--- config.mk ---
export PLATFORM = sky130hd
export DESIGN_NAME = aims_bound
export DESIGN_NICKNAME = d
export VERILOG_FILES = /design/src/sv/aims_pkg.sv /design/src/sv/aims_bound.sv
export SDC_FILE = /design/constraint.sdc
export NUM_CORES = 1
export LEC_CHECK = 0
export BUFFER_PORTS_ARGS = -buffer_cell sky130_fd_sc_hd__buf_4
export CAP_MARGIN = 40
export CORE_ASPECT_RATIO = 0.75
export CORE_UTILIZATION = 30
export CTS_CLUSTER_SIZE = 16
export DETAILED_ROUTE_END_ITERATION = 16
export PLACE_DENSITY = 0.69
export SLEW_MARGIN = 20
export SYNTH_ARGS = -nofsm -noshare
export SYNTH_HDL_FRONTEND = slang
export SYNTH_SLANG_ARGS = --single-unit
--- constraint.sdc ---
create_clock -name i_clk -period 4.95 [get_ports i_clk]
set_input_delay 0.495 -clock i_clk [delete_from_list [all_inputs] [get_ports i_clk]]
set_output_delay 0.495 -clock i_clk [all_outputs]
set_load 0.05 [all_outputs]
--- src/sv/aims_pkg.sv ---
// shared types and constants for the affine inverse map sampler
package aims_pkg;

    // field and datapath widths
    localparam int DIN_W     = 12;
    localparam int COEF_W    = 32;
    localparam int DIM_W     = 13;
    localparam int CRD_W     = 12;
    localparam int IDX_W     = 24;
    localparam int PROD_W    = DIN_W + COEF_W;
    localparam int SUM_W     = PROD_W + 2;
    localparam int CFG_IDX_W = 3;

    // register reset values
    localparam logic signed [COEF_W-1:0] COEF_RST_ONE  = 32'sd65536;
    localparam logic signed [COEF_W-1:0] COEF_RST_ZERO = 32'sd0;
    localparam logic [DIM_W-1:0]         DIM_RST       = 13'd4096;

    // configuration register map
    typedef enum logic [CFG_IDX_W-1:0] {
        CFG_COEF_XX = 3'd0,
        CFG_COEF_XY = 3'd1,
        CFG_OFF_X   = 3'd2,
        CFG_COEF_YX = 3'd3,
        CFG_COEF_YY = 3'd4,
        CFG_OFF_Y   = 3'd5,
        CFG_IMG_W   = 3'd6,
        CFG_IMG_H   = 3'd7
    } t_cfg_idx;

    // affine matrix and translation, all q16.16 two's complement
    typedef struct packed {
        logic signed [COEF_W-1:0] coef_xx;
        logic signed [COEF_W-1:0] coef_xy;
        logic signed [COEF_W-1:0] off_x;
        logic signed [COEF_W-1:0] coef_yx;
        logic signed [COEF_W-1:0] coef_yy;
        logic signed [COEF_W-1:0] off_y;
    } t_affine_cfg;

    // rounded source point after the bounds test
    typedef struct packed {
        logic             in_range;
        logic [DIM_W-1:0] cx;
        logic [DIM_W-1:0] cy;
    } t_coord;

endpackage

--- src/sv/aims_bound.sv ---
// bounds test stage: floor to integer pixel and compare against the image size
module aims_bound
    import aims_pkg::*;
#(
    parameter int FRAC_BITS = 16
) (
    input  logic                    i_clk,
    input  logic                    i_ld,
    input  logic signed [SUM_W-1:0] i_sx,
    input  logic signed [SUM_W-1:0] i_sy,
    input  logic [DIM_W-1:0]        i_width,
    input  logic [DIM_W-1:0]        i_height,
    output t_coord                  o_coord
);

    localparam int HI_W = SUM_W - FRAC_BITS;

    logic [HI_W-1:0] w_hx, w_hy;
    logic            w_okx, w_oky;
    t_coord          n_coord;
    t_coord          r_coord;

    // integer part is the floor; in range when non-negative and below the dimension
    always_comb begin
        w_hx  = i_sx[SUM_W-1:FRAC_BITS];
        w_hy  = i_sy[SUM_W-1:FRAC_BITS];
        w_okx = !w_hx[HI_W-1] && (w_hx < HI_W'(i_width));
        w_oky = !w_hy[HI_W-1] && (w_hy < HI_W'(i_height));
        n_coord.in_range = w_okx && w_oky;
        n_coord.cx = n_coord.in_range ? w_hx[DIM_W-1:0] : '0;
        n_coord.cy = n_coord.in_range ? w_hy[DIM_W-1:0] : '0;
    end

    always_ff @(posedge i_clk) begin
        if (i_ld) begin
            r_coord <= n_coord;
        end
    end

    assign o_coord = r_coord;

endmodule

==> results.json <==
{
  "dp.cells": 370,
  "timing.final.crit_period_ps": 2500,
  "power_frac_seq_pct": 47.6,
  "die_x_um": 93.5,
  "synthFlopType": "edfxtp_1",
  "p_switching_mw": 0.160,
  "post_cts_buffers": 0,
  "synth_compound_area_share_pct": 7.45,
  "ys_types": 26,
  "final_util_pct": 48.4,
  "rows": 24,
  "drtAntennaViolNets": 0,
  "status": "complete, no violations",
  "powerDensity_mw_per_mm2": 195,
  "p_comb_share_pct": 30.8,
  "area_delta_synth_final_pct": 52.1,
  "drt-initial-drc-count": 42,
  "rsz0062_at_grt": "no",
  "critPathRequiredTime_ps": 4970,
  "slowest_delay_ps": 630,
  "htree_levels": 1,
  "netlist_area_mm2": 0.00188,
  "netSwitchingFraction_pct": 28.8,
  "worstSetupStartpointType": "input port",
  "grt_pass1_vias": 1670,
  "maxCapViolCount": 0,
  "ys_ff_latch": 27,
  "layout.nets": 441,
  "clock_sinks": 27,
  "hold_buffers": 0,
  "final_cell_area_mm2": 0.00286,
  "min_path_type": "input port to register",
  "met2_wirelength_um": 2330,
  "worstPathMaxFanout": 14,
  "io_buffers": 114,
  "tightest_slew_ps": 720,
  "grt_max_degree": 28,
  "io_pins": 147,
  "wire_per_inst_um": 12.4,
  "async_reset_ff_share_pct": 0,
  "finalHoldViolCount": 0,
  "place_ws_ps": 2160,
  "tns_ps": 0,
  "max_freq_mhz": 401,
  "synth_mux_area_share_pct": 0,
  "cts_resized": 0,
  "finalWorstSetupSlack_ps": 2450,
  "p_leak_nw": 1.46,
  "syn_nets": 325,
  "p_clk_share_pct": 21.6,
  "slew_violations": 0,
  "core_mm2": 0.00592,
  "p_int_mw": 0.396,
  "setup_violations": 0,
  "firstDrtPassIters": 4,
  "critPathKind": "input port to register",
  "slew_headroom_pct": 52.0,
  "cts_buffer_depth": 2,
  "period_share_pct": 50.4,
  "synthXorXnorAreaFrac_pct": 0,
  "overflow": 0,
  "drcViolationCount": 0,
  "hold_slack_ps": 587,
  "ir_drop_v": 0.0000761,
  "synth_fa_ha_area_share_pct": 16.0,
  "routed.top_layer": "met4",
  "start_util_pct": 31.8,
  "post_dp_cell_area_mm2": 0.00282,
  "num_vias": 1655,
  "antenna_cells": 0,
  "yosysWarnings": 0,
  "vias_per_cell": 4.43,
  "cts_buffers": 3,
  "routabilityCongestion": 0.763,
  "synth_top_family_by_area": "simple AND/OR/NAND/NOR gates",
  "tritoncts": "built",
  "end_kind": "register",
  "power_mw": 0.557,
  "crit_start": "i_sy[28]",
  "synthCells": 181,
  "clk_pin_slew_ps": 90,
  "crit_slowest_cell": "a22o_1",
  "layout-drive-gt1-share_pct": 48.3,
  "grt_util_all_layers_pct": 14.5,
  "fp.dieH_um": 70.6,
  "synth_simple_gate_area_share_pct": 21.3,
  "synth_edf_count": 27,
  "hpwlAfterDp_um": 4090,
  "largest_reg_flops": 27,
  "root_buffer": "clkbuf_8",
  "dieArea_mm2": 0.00660,
  "antenna_found_initial": 0,
  "fin_cells": 374,
  "wl_met3_um": 304,
  "grt_pass1_wl_um": 7440,
  "path_cells": "buf_4 > ha_1 > nor2b_1 > nand3_1 > nor3_1 > a22o_1 > buf_4 > nor3_1",
  "seq_area_frac_synth_pct": 43.1,
  "wl_um": 4660,
  "worstHoldStart": "i_sy[16]",
  "syn_avg_cell_area_um2": 10.4,
  "met1_length_um": 1960,
  "arrival_ps": 2510
}
==> path summary, 6_finish.rpt <==
check	to	depth (start not counted)
hold / removal	o_coord[0]$_SDFFCE_PN0P_	3
setup / recovery	o_coord[5]$_SDFFCE_PN0P_	8
==> worst max-delay path: cells and delay by family <==
family | cells | cell delay, ps
AO/OA/AOI/OAI | 1 | 630
buffers and inverters | 2 | 490
AND/OR/NAND/NOR | 4 | 640
adder cells (fa/ha/maj) | 1 | 260
==> metal layers <==
metal  GRT usage (%)  up-vias
li1                -      852
met1            17.3      728
met2            27.0       71
met3            1.29        4
met4            5.30        0
met5               0        -
==> power by group through the flow <==
stage	Sequential [mW]	Clock [mW]	Combinational, mW
4_1_cts	0.265	0.124	0.173
6_report	0.265	0.120	0.172
3_5_place_dp	0.271	0	0.173
2_1_floorplan	0.313	0	0.0405
3_3_place_gp	0.270	0	0.169
5_1_grt	0.266	0.132	0.187
==> Yosys cell counts (2+ instances only) <==
| master | n | area share [%] |
|---|---|---|
| nor3_2 | 19 | 10 |
| nand2b_1 | 3 | 1.0 |
| buf_6 | 2 | 1.2 |
| nor3_1 | 9 | 2.4 |
| buf_4 | 2 | 0.80 |
| ha_1 | 24 | 16 |
| nor2_1 | 2 | 0.40 |
| a21oi_1 | 9 | 2.4 |
| nand2_1 | 7 | 1.4 |
| nand4_1 | 3 | 1.0 |
| o221ai_1 | 2 | 0.93 |
| nand3_1 | 2 | 0.53 |
| a21o_1 | 2 | 0.80 |
| edfxtp_1 | 27 | 43 |
| inv_1 | 50 | 10 |
| nor4_1 | 8 | 2.7 |
==> layout by cell type (no fill, tap or decap), drive strengths merged <==
cell type  instances
a211oi             1
a21o               2
a21oi              9
a221oi             1
a22o               1
buf              116
clkbuf             3
clkinv             1
edfxtp            27
ha                24
inv               50
nand2              7
nand2b             3
nand3              2
nand4              3
nand4b             1
nor2               3
nor2b              1
nor3              28
nor4               9
o2111ai            1
o21ai              1
o221ai             2
==> cells by family after synthesis <==
kind of cell / count (synthesis)
buf+inv: 55
compound gates: 18
fa+ha+maj: 24
flops: 27
simple gates: 57
==> final cells by class <==
cell class,instances,area [µm²]
inverter,50,188
sequential,27,811
fill,565,3050
clock buffer,3,41.3
tap,78,97.6
multi-input combinational,99,841
clock inverter,1,5.00
timing repair buffer,116,878
No activity file was read; power rests on OpenSTA's default activity.
