### src/sv/aims_pkg.sv
// shared types and constants for the affine inverse map sampler
package aims_pkg;

    // field and datapath widths
    localparam int DIN_W     = 12;
    localparam int COEF_W    = 32;
    localparam int DIM_W     = 13;
    localparam int CRD_W     = 12;
    localparam int IDX_W     = 24;
    localparam int PROD_W    = DIN_W + COEF_W;
    localparam int SUM_W     = PROD_W + 2;
    localparam int CFG_IDX_W = 3;

    // register reset values
    localparam logic signed [COEF_W-1:0] COEF_RST_ONE  = 32'sd65536;
    localparam logic signed [COEF_W-1:0] COEF_RST_ZERO = 32'sd0;
    localparam logic [DIM_W-1:0]         DIM_RST       = 13'd4096;

    // configuration register map
    typedef enum logic [CFG_IDX_W-1:0] {
        CFG_COEF_XX = 3'd0,
        CFG_COEF_XY = 3'd1,
        CFG_OFF_X   = 3'd2,
        CFG_COEF_YX = 3'd3,
        CFG_COEF_YY = 3'd4,
        CFG_OFF_Y   = 3'd5,
        CFG_IMG_W   = 3'd6,
        CFG_IMG_H   = 3'd7
    } t_cfg_idx;

    // affine matrix and translation, all q16.16 two's complement
    typedef struct packed {
        logic signed [COEF_W-1:0] coef_xx;
        logic signed [COEF_W-1:0] coef_xy;
        logic signed [COEF_W-1:0] off_x;
        logic signed [COEF_W-1:0] coef_yx;
        logic signed [COEF_W-1:0] coef_yy;
        logic signed [COEF_W-1:0] off_y;
    } t_affine_cfg;

    // rounded source point after the bounds test
    typedef struct packed {
        logic             in_range;
        logic [DIM_W-1:0] cx;
        logic [DIM_W-1:0] cy;
    } t_coord;

endpackage

### src/sv/aims_xform.sv
// matrix multiply and sum stages: products, then q-format source coordinates plus one half
module aims_xform
    import aims_pkg::*;
#(
    parameter int FRAC_BITS = 16
) (
    input  logic                     i_clk,
    input  logic [1:0]               i_ld,
    input  logic signed [DIN_W-1:0]  i_dst_x,
    input  logic signed [DIN_W-1:0]  i_dst_y,
    input  t_affine_cfg              i_cfg,
    output logic signed [SUM_W-1:0]  o_sx,
    output logic signed [SUM_W-1:0]  o_sy
);

    localparam logic signed [SUM_W-1:0] HALF = SUM_W'(1) <<< (FRAC_BITS - 1);

    logic signed [PROD_W-1:0] r_pxx, r_pxy, r_pyx, r_pyy;
    logic signed [PROD_W-1:0] n_pxx, n_pxy, n_pyx, n_pyy;
    logic signed [SUM_W-1:0]  r_sx, r_sy;
    logic signed [SUM_W-1:0]  n_sx, n_sy;

    // four 12x32 products, exact in 44 bits
    always_comb begin
        n_pxx = PROD_W'(i_dst_x) * PROD_W'(i_cfg.coef_xx);
        n_pxy = PROD_W'(i_dst_y) * PROD_W'(i_cfg.coef_xy);
        n_pyx = PROD_W'(i_dst_x) * PROD_W'(i_cfg.coef_yx);
        n_pyy = PROD_W'(i_dst_y) * PROD_W'(i_cfg.coef_yy);
    end

    always_ff @(posedge i_clk) begin
        if (i_ld[0]) begin
            r_pxx <= n_pxx;
            r_pxy <= n_pxy;
            r_pyx <= n_pyx;
            r_pyy <= n_pyy;
        end
    end

    // sum with translation and rounding half
    always_comb begin
        n_sx = SUM_W'(r_pxx) + SUM_W'(r_pxy) + SUM_W'(i_cfg.off_x) + HALF;
        n_sy = SUM_W'(r_pyx) + SUM_W'(r_pyy) + SUM_W'(i_cfg.off_y) + HALF;
    end

    always_ff @(posedge i_clk) begin
        if (i_ld[1]) begin
            r_sx <= n_sx;
            r_sy <= n_sy;
        end
    end

    assign o_sx = r_sx;
    assign o_sy = r_sy;

endmodule

### config.mk
export PLATFORM = sky130hd
export DESIGN_NAME = aims_xform
export DESIGN_NICKNAME = d
export VERILOG_FILES = /design/src/sv/aims_pkg.sv /design/src/sv/aims_xform.sv
export SDC_FILE = /design/constraint.sdc
export NUM_CORES = 2
export LEC_CHECK = 0
export ABC_CLOCK_PERIOD_IN_PS = 6500
export BUFFER_PORTS_ARGS = -buffer_cell sky130_fd_sc_hd__buf_4
export CAP_MARGIN = 20
export CORE_ASPECT_RATIO = 1.1
export CORE_MARGIN = 4
export CORE_UTILIZATION = 35
export DETAILED_ROUTE_END_ITERATION = 10
export PLACE_DENSITY = 0.64
export SLEW_MARGIN = 20
export SYNTH_ARGS = -nofsm -noshare
export SYNTH_HDL_FRONTEND = slang
export SYNTH_SLANG_ARGS = --single-unit
### constraint.sdc
create_clock -name i_clk -period 6.5 [get_ports i_clk]
set_input_delay 1.3 -clock i_clk [delete_from_list [all_inputs] [get_ports i_clk]]
set_output_delay 1.3 -clock i_clk [all_outputs]
set_load 0.05 [all_outputs]
==> results.py <==
metrics = {
    "outcome": {
        "outcome": "completed",
    },
    "setup_path": {
        "cp_max_fo": 8,
        "crit_top_cell": "fa_1",
        "critical_path_buf_inv_count": 8,
        "cp-start-kind": "primary input",
        "cpMaxStageDelayCell": "fa_1",
        "crit_path_end_kind": "flop",
        "arrival_ns": 6.73,
        "crit_cells": 24,
        "path_delay_family": "adder cells",
        "crit_type": "in2reg",
        "cp_slowest_stage_delay_ns": 0.53,
        "worst_r2r_path_depth": 13,
        "worstPathRequired_ns": 6.88,
        "cp_cell_sequence": "buf_8 -> buf_12 -> buf_4 -> buf_4 -> nand2_1 -> fa_1 -> fa_1 -> fa_1 -> inv_1 -> fa_1 -> inv_1 -> fa_1 -> inv_1 -> ha_1 -> a21o_1 -> a21o_1 -> a21o_1 -> a211oi_4 -> a21oi_2 -> o21ai_2 -> a31oi_1 -> buf_4 -> a211o_1 -> o311ai_1",
    },
    "logic_synthesis": {
        "synth.distinct_cells": 88,
        "synth_fp_nets": 9442,
        "async_flop_share": 0,
        "netlist_instances": 7243,
        "synth-edff-count": 268,
        "synth_area_per_cell_um2": 9.301,
        "synth_seq_cells": 268,
        "synth_largest_area_cell": "fa_1",
        "yosys-top-cells-area": "fa_1 43%, edfxtp_1 12%, ha_1 10%, inv_1 9.3%, nand2_1 6.4%",
        "yosysSeqAreaShare": 0.1195,
        "yosysWarnings": 0,
        "synth_top_cell_area_share": 0.4285,
        "ys_dominant_reg_cell": "edfxtp_1",
        "synth_area_um2": 67370,
    },
    "timing": {
        "fin_hold_ws_ns": 0.7281,
        "max_slew_margin": 0.4863,
        "finalHoldViolCount": 0,
        "skew_ns": 0.01556,
        "finalSetupViolCount": 0,
        "fmax_mhz": 157.7,
        "slew_violations": 0,
        "fin_crit_sh": 0.9754,
        "tightest_slew_ns": 0.7705,
        "fin_crit_ns": 6.340,
    },
    "clock_network": {
        "cts.clk_slew.worst_paths_ns": 0.07,
        "h-tree-depth": 1,
        "clockBufferDepth": 3,
        "cts_root_buf": "clkbuf_16",
        "cts_tree": "yes",
        "insertion_delay_ns": 0.57,
        "clock_sinks": 268,
        "numCtsBuffers": 27,
        "ctsHoldBuffers": 0,
    },
    "finish": {
        "finalNetCount": 10230,
        "finalNonFillerCells": 10600,
        "layout_common_cells": "1673 x inv_1, 1439 x fa_1, 1143 x nand2_1, 1019 x buf_4, 534 x ha_1",
        "final_core_util": 0.4148,
        "drive_above_1_share": 0.1513,
        "fin_area_um2": 79250,
        "syn_to_final_growth_pct": 17.65,
        "layout_commonest_cell": "inv_1",
    },
    "detailed_routing": {
        "route.detailed.drc": 0,
        "viasPerCell": 4.837,
        "ant_nets": 0,
        "dr_total_vias": 51270,
        "dr.pass1.iters": 6,
        "wl_per_cell_um": 17.79,
        "first_iter_violations": 2492,
        "wirelength_um": 188600,
    },
    "global_routing": {
        "track_usage": 0.1906,
        "grt_overflow_total": 0,
        "grt_pass1_vias": 56620,
        "grt_max_degree": 72,
        "antenna_found_initial": 10,
        "grt_pass1_wl_um": 301800,
    },
    "floorplanning": {
        "die_area_um2": 199600,
        "initial_utilization": 0.3526,
        "die_y_um": 468.1,
        "die_w_um": 426.3,
        "ios": 311,
        "rows": 168,
        "coreArea_um2": 191100,
    },
    "placed_design": {
        "gp_congestion": 0.9073,
        "dp_hpwl_um": 162400,
        "dp_cells": 10540,
        "numPortBuffers": 310,
        "place_area_um2": 77830,
    },
    "worst_hold_path": {
        "hold_depth": 2,
        "hp-class": "reg2reg",
    },
    "job": {
        "cap_violations": 0,
    },
}
[path summary, 6_finish.rpt]
kind	slack [ns]	start	endpoint
max	0.16	i_dst_y[3]	r_pyy[40]$_DFFE_PP_
min	0.73	r_pyy[1]$_DFFE_PP_	o_sy[1]$_DFFE_PP_
max reg2reg	2.09	r_pyx[2]$_DFFE_PP_	o_sy[30]$_DFFE_PP_
min reg2reg	0.73	r_pyy[1]$_DFFE_PP_	o_sy[1]$_DFFE_PP_
[synth_stat cells, types with 41 or more instances]
cell type	number
inv_1	1674
fa_1	1442
nand2_1	1144
ha_1	538
and2_1	395
clkbuf_1	320
edfxtp_1	268
a21oi_1	220
nor2_1	215
xnor2_1	176
a21o_1	150
o21ai_0	105
xor2_1	65
nand3_1	49
nand2b_1	45
nor3_1	41
[area by class of cell]
type	count	area, um2
fillers	18590	111800
diodes	3	7.507
flip-flops and latches	268	8048
inverters	1675	6287
multi-input cells	4976	52130
clock inverters	20	226.5
repair buffers	1078	8682
clock buffers	29	683.2
well taps	2550	3191
[repair_timing]
item                       4_1_cts  5_1_grt
buffers inserted                 0        9
resized for setup                0       81
setup endpoints to repair        0       46
[per-layer routing]
metal	track usage	vias to the layer above	share of wire
li1	-	23420	-
met5	0	-	0.00023
met2	0.3501	1342	0.52
met4	0.08175	8	0.053
met1	0.2235	26180	0.38
met3	0.02187	324	0.054
[state kept, by name, summed over array words and instances (netlist names)]
name / cells
r_pyx: 44
o_sy: 46
r_pyy: 44
o_sx: 46
r_pxy: 44
r_pxx: 44
[worst register-to-register path: cells and delay by family (launching register included)]
| kind | cells | cell delay [ns] |
|---|---|---|
| adders and majority gates | 4 | 1.46 |
| AOI/OAI and AO/OA | 6 | 1.68 |
| and+or+nand+nor | 2 | 0.35 |
| xor gates and xnor gates | 1 | 0.25 |
| DFF | 1 | 0.44 |
[cells by family (layout without fill, tap and decap cells)]
logic type	Yosys count	after routing	synth area share
AND/OR/NAND/NOR	2032	2032	0.1376
buffers and inverters	1999	2802	0.1114
adder cells (fa/ha/maj)	1980	1980	0.5284
AO/OA/AOI/OAI	718	718	0.07099
flip-flops	268	268	0.1195
XOR/XNOR	241	241	0.03133
multiplexers	5	5	0.0007801
other	0	3	0
[through the flow]
stage	setup TNS, ns	setup slack (ns)
finish	0	0.1597
global route	-0.07265	-0.02581
CTS	0	0.05081
detailed placement	-24.61	-0.5451
global placement	-21.48	-0.5223
floorplan	-0.01944	-0.01944
Power is left out: the tool's default activity adds up to more than one toggle a clock period on the data nets, which glitch-free logic cannot reach.
