$ cat src/sv/aims_pkg.sv
// shared types and constants for the affine inverse map sampler
package aims_pkg;

    // field and datapath widths
    localparam int DIN_W     = 12;
    localparam int COEF_W    = 32;
    localparam int DIM_W     = 13;
    localparam int CRD_W     = 12;
    localparam int IDX_W     = 24;
    localparam int PROD_W    = DIN_W + COEF_W;
    localparam int SUM_W     = PROD_W + 2;
    localparam int CFG_IDX_W = 3;

    // register reset values
    localparam logic signed [COEF_W-1:0] COEF_RST_ONE  = 32'sd65536;
    localparam logic signed [COEF_W-1:0] COEF_RST_ZERO = 32'sd0;
    localparam logic [DIM_W-1:0]         DIM_RST       = 13'd4096;

    // configuration register map
    typedef enum logic [CFG_IDX_W-1:0] {
        CFG_COEF_XX = 3'd0,
        CFG_COEF_XY = 3'd1,
        CFG_OFF_X   = 3'd2,
        CFG_COEF_YX = 3'd3,
        CFG_COEF_YY = 3'd4,
        CFG_OFF_Y   = 3'd5,
        CFG_IMG_W   = 3'd6,
        CFG_IMG_H   = 3'd7
    } t_cfg_idx;

    // affine matrix and translation, all q16.16 two's complement
    typedef struct packed {
        logic signed [COEF_W-1:0] coef_xx;
        logic signed [COEF_W-1:0] coef_xy;
        logic signed [COEF_W-1:0] off_x;
        logic signed [COEF_W-1:0] coef_yx;
        logic signed [COEF_W-1:0] coef_yy;
        logic signed [COEF_W-1:0] off_y;
    } t_affine_cfg;

    // rounded source point after the bounds test
    typedef struct packed {
        logic             in_range;
        logic [DIM_W-1:0] cx;
        logic [DIM_W-1:0] cy;
    } t_coord;

endpackage

$ cat src/sv/aims_index.sv
// output stage: linear index row times width plus column
module aims_index
    import aims_pkg::*;
(
    input  logic             i_clk,
    input  logic             i_ld,
    input  t_coord           i_coord,
    input  logic [DIM_W-1:0] i_width,
    output logic             o_in_range,
    output logic [CRD_W-1:0] o_src_x,
    output logic [CRD_W-1:0] o_src_y,
    output logic [IDX_W-1:0] o_src_index
);

    localparam int MAC_W = 2 * DIM_W + 1;

    logic [MAC_W-1:0] n_mac;
    logic             r_in_range;
    logic [CRD_W-1:0] r_src_x, r_src_y;
    logic [IDX_W-1:0] r_src_index;

    // 13x13 multiply and add; out-of-range points arrive as zero
    assign n_mac = MAC_W'(i_coord.cy) * MAC_W'(i_width) + MAC_W'(i_coord.cx);

    always_ff @(posedge i_clk) begin
        if (i_ld) begin
            r_in_range  <= i_coord.in_range;
            r_src_x     <= i_coord.cx[CRD_W-1:0];
            r_src_y     <= i_coord.cy[CRD_W-1:0];
            r_src_index <= n_mac[IDX_W-1:0];
        end
    end

    assign o_in_range  = r_in_range;
    assign o_src_x     = r_src_x;
    assign o_src_y     = r_src_y;
    assign o_src_index = r_src_index;

endmodule

$ cat config.mk
export PLATFORM = sky130hd
export DESIGN_NAME = aims_index
export DESIGN_NICKNAME = d
export VERILOG_FILES = /design/src/sv/aims_pkg.sv /design/src/sv/aims_index.sv
export SDC_FILE = /design/constraint.sdc
export NUM_CORES = 1
export LEC_CHECK = 0
export BUFFER_PORTS_ARGS = -buffer_cell sky130_fd_sc_hd__buf_4
export CAP_MARGIN = 10
export CORE_MARGIN = 1.5
export CORE_UTILIZATION = 30
export CTS_CLUSTER_DIAMETER = 200
export DETAILED_ROUTE_END_ITERATION = 8
export SLEW_MARGIN = 40
export SYNTH_ARGS = -nofsm -noshare
export SYNTH_HDL_FRONTEND = slang
export SYNTH_SLANG_ARGS = --single-unit
export TNS_END_PERCENT = 50
$ cat constraint.sdc
create_clock -name i_clk -period 14.4 [get_ports i_clk]
set_input_delay 0 -clock i_clk [delete_from_list [all_inputs] [get_ports i_clk]]
set_output_delay 0 -clock i_clk [all_outputs]
set_load 0.03 [all_outputs]
==> results.tsv, run 1 <==
metric	value	unit
outcome	finished, final reports clean	
CTS tree	done	
RSZ-0062 raised after global routing	false	
Antenna Violating Nets Remaining	0	
Root Driver	clkbuf_16	
Syn. warnings	0	
largest net degree at the start of global routing	50	
io pins	91	
Setup CP Type	in2reg	
Rows	57	
Fillers	2484	
WP data required	14.57	ns
Inst Count DP	1131	
initial antenna violation count	0	
first-pass GRT wire length	27.3	mm
share of cells above drive strength 1	12.5	%
Top FF cell, synth	edfxtp_1	
Fmax	174	MHz
DIE HEIGHT	161	um
Bufs on Longest Clock Path	2	
DR pass1 iterations	4	
min Tclk post-route	5.76	ns
FF+latch count, synth	49	
grt ovf	0	
all-layer global routing usage	13.5	%
Worst-path clk slew	0.08	ns
Finished Layout Cells	1154	
GPL Wtd Cong	0.828	
final core occ	35.9	%
Post-Syn Area	7450	sq um
Post-DP HPWL	13.4	mm
Syn Nets	993	
sequential share of the synthesized area	19.7	%
worst-margin pin slew	0.651	ns
Crit. End Element	register	
Hold Fails Final Rpt	0	
DRC	0	
crit path max fanout	14	
CORE AREA	24300	sq um
Post-synth ARST share	0	%
WL final	16.5	mm
Worst Setup Start Kind	primary input	
die outline width	161	um
vias in the first global route	5250	
slack of the critical path	8.64	ns
Leak	4.30	nW
register area	1470	sq um
diodes inserted	0	
Avg Inst Size Synth	10.0	sq um
Post-CTS Setup Repair Bufs	0	
Fin Setup TNS	0	ns
Cell variety after synth	40	
Routed wire per std cell	14.3	um
synthesized instance count	743	
synthesis-to-finish area growth	17.3	%
endpoints failing setup	0	
setup slack after placement	8.81	ns
EDFF count, synth	49	
H-tree levels	2	
Max VDD drop	0.202	mV
multi-input logic area	5270	sq um
Vias	5190	
Vias/cell	4.50	
CTS Buf Count	5	
nets	1079	
Arr. time, crit path	5.93	ns
PwrDens	245	nW/um^2
crit share post-route	40.0	%
die area	25800	sq um
max cap viols	0	
Starting Density	30.6	%
Max transition margin	56.6	%
clk sinks	49	
Slew Limit Fails	0	
worst hold path type	in2reg	
initial DRC count	229	
PortBufs	90	
-- worst paths after layout --
path / from / end / slack [ns] / cells after the start
worst min-delay path: i_coord[1] / o_src_y[1] / 0.005 / 1
worst max-delay path: i_coord[5] / o_src_index[20] / 8.64 / 21
-- repair_timing --
item                      in CTS  in global routing
hold endpoints to repair      16                  0
resized for setup              0                  0
hold buffers                  15                  0
-- placed cells by master (no fill, tap or decap), types with 3 or more instances in the layout --
cell type	Yosys	layout
xor2_1	6	6
clkbuf_16	0	5
ha_1	79	79
nand2b_1	3	3
dlygate4sd3_1	0	15
and2_1	93	93
nand2_1	87	87
nand3_1	6	6
fa_1	129	129
buf_4	0	90
edfxtp_1	49	49
a21o_1	7	7
nor2_1	15	15
o21ai_0	10	10
a31oi_1	3	3
inv_1	164	164
a21oi_1	21	21
xnor2_1	14	14
o211ai_1	3	3
-- logic make-up after synthesis --
group           after synthesis  synth area share, %
simple gates                216                 14.9
fa+ha+maj                   208                 47.9
buf+inv                     190                 9.57
compound gates               58                 5.12
flops                        49                 19.7
xor+xnor                     21                 2.65
mux                           1                0.134
-- layer usage --
layer | vias up | global-route usage [%] | part of all wire, %
met5 | - | 0 | 0
met2 | 91 | 24.6 | 53
met3 | 13 | 1.86 | 3.8
li1 | 2455 | - | -
met4 | 0 | 3.36 | 1.5
met1 | 2631 | 16.9 | 42
-- area by class of cell --
class / instances / area share, %
sequential: 49 / 16.8
inverter: 164 / 7.04
tap: 324 / 4.64
clock buffer: 5 / 1.43
timing repair buffer: 105 / 9.45
multi-input combinational: 504 / 60.3
clock inverter: 3 / 0.329
-- power by group --
group	switching [mW]	internal (mW)	leakage, nW
sequential	0.0108	0.288	0.480
clock	0.0635	0.0669	0.0763
combinational	0.989	0.721	3.74
-- stage by stage --
stage | power (mW) | hold WS, ns | cell area [sq um]
6_report | 2.14 | 0.00485 | 8740
5_1_grt | 2.41 | 0.0142 | 8740
4_1_cts | 2.19 | 0.00135 | 8740
3_5_place_dp | 2.03 | 0.181 | 8440
3_3_place_gp | 2.00 | 0.182 | 8440
2_1_floorplan | 1.64 | 0.0989 | 7450
-- flip-flops by register name, summed over array words and instances (netlist names) --
register,count
o_src_y,12
o_src_index,24
o_src_x,12
o_in_range,1
-- worst max-delay path, stage by stage --
cell	delay [ns]
dlygate4sd3_1	0.53
buf_4	0.19
and2_1	0.18
fa_1	0.48
inv_1	0.05
fa_1	0.47
inv_1	0.05
fa_1	0.53
inv_1	0.07
fa_1	0.53
inv_1	0.05
fa_1	0.47
inv_1	0.05
fa_1	0.47
inv_1	0.04
ha_1	0.36
nand4_1	0.20
a2111oi_4	0.47
nor4b_2	0.14
or4b_1	0.52
nand3_1	0.08
-- synthesized netlist by cell type (2+ instances only) --
master / instances / area (sq um)
xor2_1: 6 / 52.6
inv_1: 164 / 616
edfxtp_1: 49 / 1470
nand2b_1: 3 / 18.8
o21ai_0: 10 / 50.1
a21o_1: 7 / 52.6
a21oi_1: 21 / 105
o211ai_1: 3 / 22.5
a211oi_1: 2 / 15.0
xnor2_1: 14 / 123
clkbuf_1: 26 / 97.6
nor4_1: 2 / 12.5
nor3_1: 2 / 10.0
ha_1: 79 / 988
and2_1: 93 / 582
o21a_1: 2 / 15.0
nand3_1: 6 / 30.0
a31oi_1: 3 / 18.8
nand4_1: 2 / 12.5
fa_1: 129 / 2580
nor2_1: 15 / 56.3
nand2_1: 87 / 327
Note: power is estimated with default switching activity, not from simulation.
==> run 2: changes to the inputs <==
==> constraint.sdc (replaced) <==
create_clock -name i_clk -period 5 [get_ports i_clk]
set_input_delay 0 -clock i_clk [delete_from_list [all_inputs] [get_ports i_clk]]
set_output_delay 0 -clock i_clk [all_outputs]
set_load 0.03 [all_outputs]
==> results.tsv, run 2 (synthesis results as in run 1) <==
metric	value	unit	change
Bufs on Longest Clock Path	2		unchanged
slack of the critical path	0.147	ns	was 8.64 ns
Leak	4.63	nW	was 4.30 nW
Worst-path clk slew	0.08	ns	about the same
CP Cell Sequence	buf_4 > buf_4 > and2_1 > fa_1 > inv_1 > fa_1 > inv_1 > fa_1 > fa_1 > fa_1 > inv_1 > fa_1 > inv_1 > ha_4 > nand4_1 > nor2_1 > and2_2 > nor4b_2 > or4b_1 > nand3_1		was dlygate4sd3_1 > buf_4 > and2_1 > fa_1 > inv_1 > fa_1 > inv_1 > fa_1 > inv_1 > fa_1 > inv_1 > fa_1 > inv_1 > fa_1 > inv_1 > ha_1 > nand4_1 > a2111oi_4 > nor4b_2 > or4b_1 > nand3_1
WP data required	5.18	ns	was 14.57 ns
crit path max fanout	5		was 14
Antenna Violating Nets Remaining	0		unchanged
first-pass GRT wire length	28.4	mm	was 27.3 mm
min Tclk post-route	4.85	ns	
Max transition margin	55.7	%	was 56.6%
largest net degree at the start of global routing	50		unchanged
most frequent cells in the layout	inv_1 (163), buf_4 (157), fa_1 (128)		was inv_1 (164), fa_1 (129), and2_1 (93)
max cap viols	0		unchanged
multi-input logic area	5340	sq um	was 5270 sq um
initial DRC count	237		was 229
max reg flops	24		unchanged
CTS Buf Count	5		unchanged
outcome	finished, final reports clean		unchanged
synthesis-to-finish area growth	25.2	%	was 17.3%
vias in the first global route	5732		was 5250
RSZ-0062 raised after global routing	true		was false
endpoints failing setup	0		unchanged
all-layer global routing usage	14.2	%	was 13.5%
Setup CP Type	in2reg		unchanged
Max VDD drop	0.718	mV	was 0.202 mV
clk sinks	49		unchanged
commonest non-fill, non-tap cell in the layout	inv_1		unchanged
Vias	5472		was 5190
die outline width	161	um	unchanged
PwrDens	748	nW/um^2	was 245 nW/um^2
Starting Density	30.6	%	unchanged
GPL Wtd Cong	0.846		was 0.828
Routed wire per std cell	14.0	um	was 14.3 um
grt ovf	0		unchanged
crit share post-route	97.1	%	
CTS tree	done		unchanged
Hold Fails Final Rpt	0		unchanged
H-tree levels	2		unchanged
Vias/cell	4.48		was 4.50
WP buf/inv	6		was 8
Crit path top cell by count	fa_1		
share of cells above drive strength 1	20.5	%	was 12.5%
worst-margin pin slew	0.665	ns	was 0.651 ns
DRC	0		unchanged
Slew Limit Fails	0		unchanged
Crit path max-delay family	adder cells		unchanged
Rows	57		unchanged
slowest CP cell	or4b_1		was dlygate4sd3_1
Arr. time, crit path	5.03	ns	was 5.93 ns
crit-path max cell delay	0.51	ns	was 0.53 ns
setup slack after placement	-0.204	ns	was 8.81 ns
Fmax	206	MHz	
CORE AREA	24300	sq um	unchanged
PortBufs	90		unchanged
Worst Setup Start Kind	primary input		unchanged
Post-DP HPWL	14.5	mm	was 13.4 mm
nets	1146		was 1079
Crit. End Element	register		unchanged
DIE HEIGHT	161	um	unchanged
Root Driver	clkbuf_16		unchanged
worst hold margin	0.0137	ns	was 0.00485 ns
WL final	17.1	mm	was 16.5 mm
die area	25800	sq um	unchanged
register area	1470	sq um	unchanged
worst hold path type	in2reg		unchanged
Fillers	2463		was 2484
Post-CTS Setup Repair Bufs	0		unchanged
initial antenna violation count	0		unchanged
DR pass1 iterations	4		unchanged
io pins	91		unchanged
diodes inserted	0		unchanged
==> run 2: path summary, 6_finish.rpt <==
check	start	endpoint	slack, ns	cells after the start
worst min-delay path	i_coord[9]	o_src_y[9]	0.01	2
worst max-delay path	i_coord[7]	o_src_index[20]	0.15	20
==> run 2: what timing repair did <==
action                                  4_1_cts  5_1_grt
hold endpoints to repair                     15        0
hold buffers                                 14        0
endpoints found under the setup margin        0        5
resized for setup                             0        6
==> run 2: per-stage QoR <==
stage	cell area, sq um	power (mW)	TNS, ns	cells	utilization, %
2_1_floorplan	7530	4.92	-0.00592	743	-
3_3_place_gp	9020	6.56	-0.633	1199	37.1
3_5_place_dp	9020	6.61	-0.815	1199	37.1
4_1_cts	9310	7.05	0	1221	38.3
5_1_grt	9330	7.83	-0.108	1221	38.4
6_report	9330	6.97	0	1221	38.4
==> run 2: report_power, final <==
group | leakage [nW] | internal, mW | switching, mW
combinational | 4.07 | 2.70 | 3.04
sequential | 0.480 | 0.829 | 0.0322
clock | 0.0763 | 0.193 | 0.184
==> run 2: per-layer routing <==
metal / wire, um / global-route usage, % / vias up / part of all wire [%]
met4: 306 / 4.33 / 0 / 1.8
li1: - / - / 2585 / -
met5: 0 / 0 / - / 0
met1: 7180 / 17.6 / 2767 / 42
met3: 599 / 1.76 / 20 / 3.5
met2: 8970 / 25.6 / 100 / 53
==> run 2: area by class of cell <==
| cell class | count | area share, % |
|---|---|---|
| clock buffer | 5 | 1.34 |
| clock inverter | 3 | 0.308 |
| inverter | 164 | 6.60 |
| multi-input combinational | 504 | 57.3 |
| sequential | 49 | 15.8 |
| tap | 324 | 4.35 |
| timing repair buffer | 172 | 14.4 |
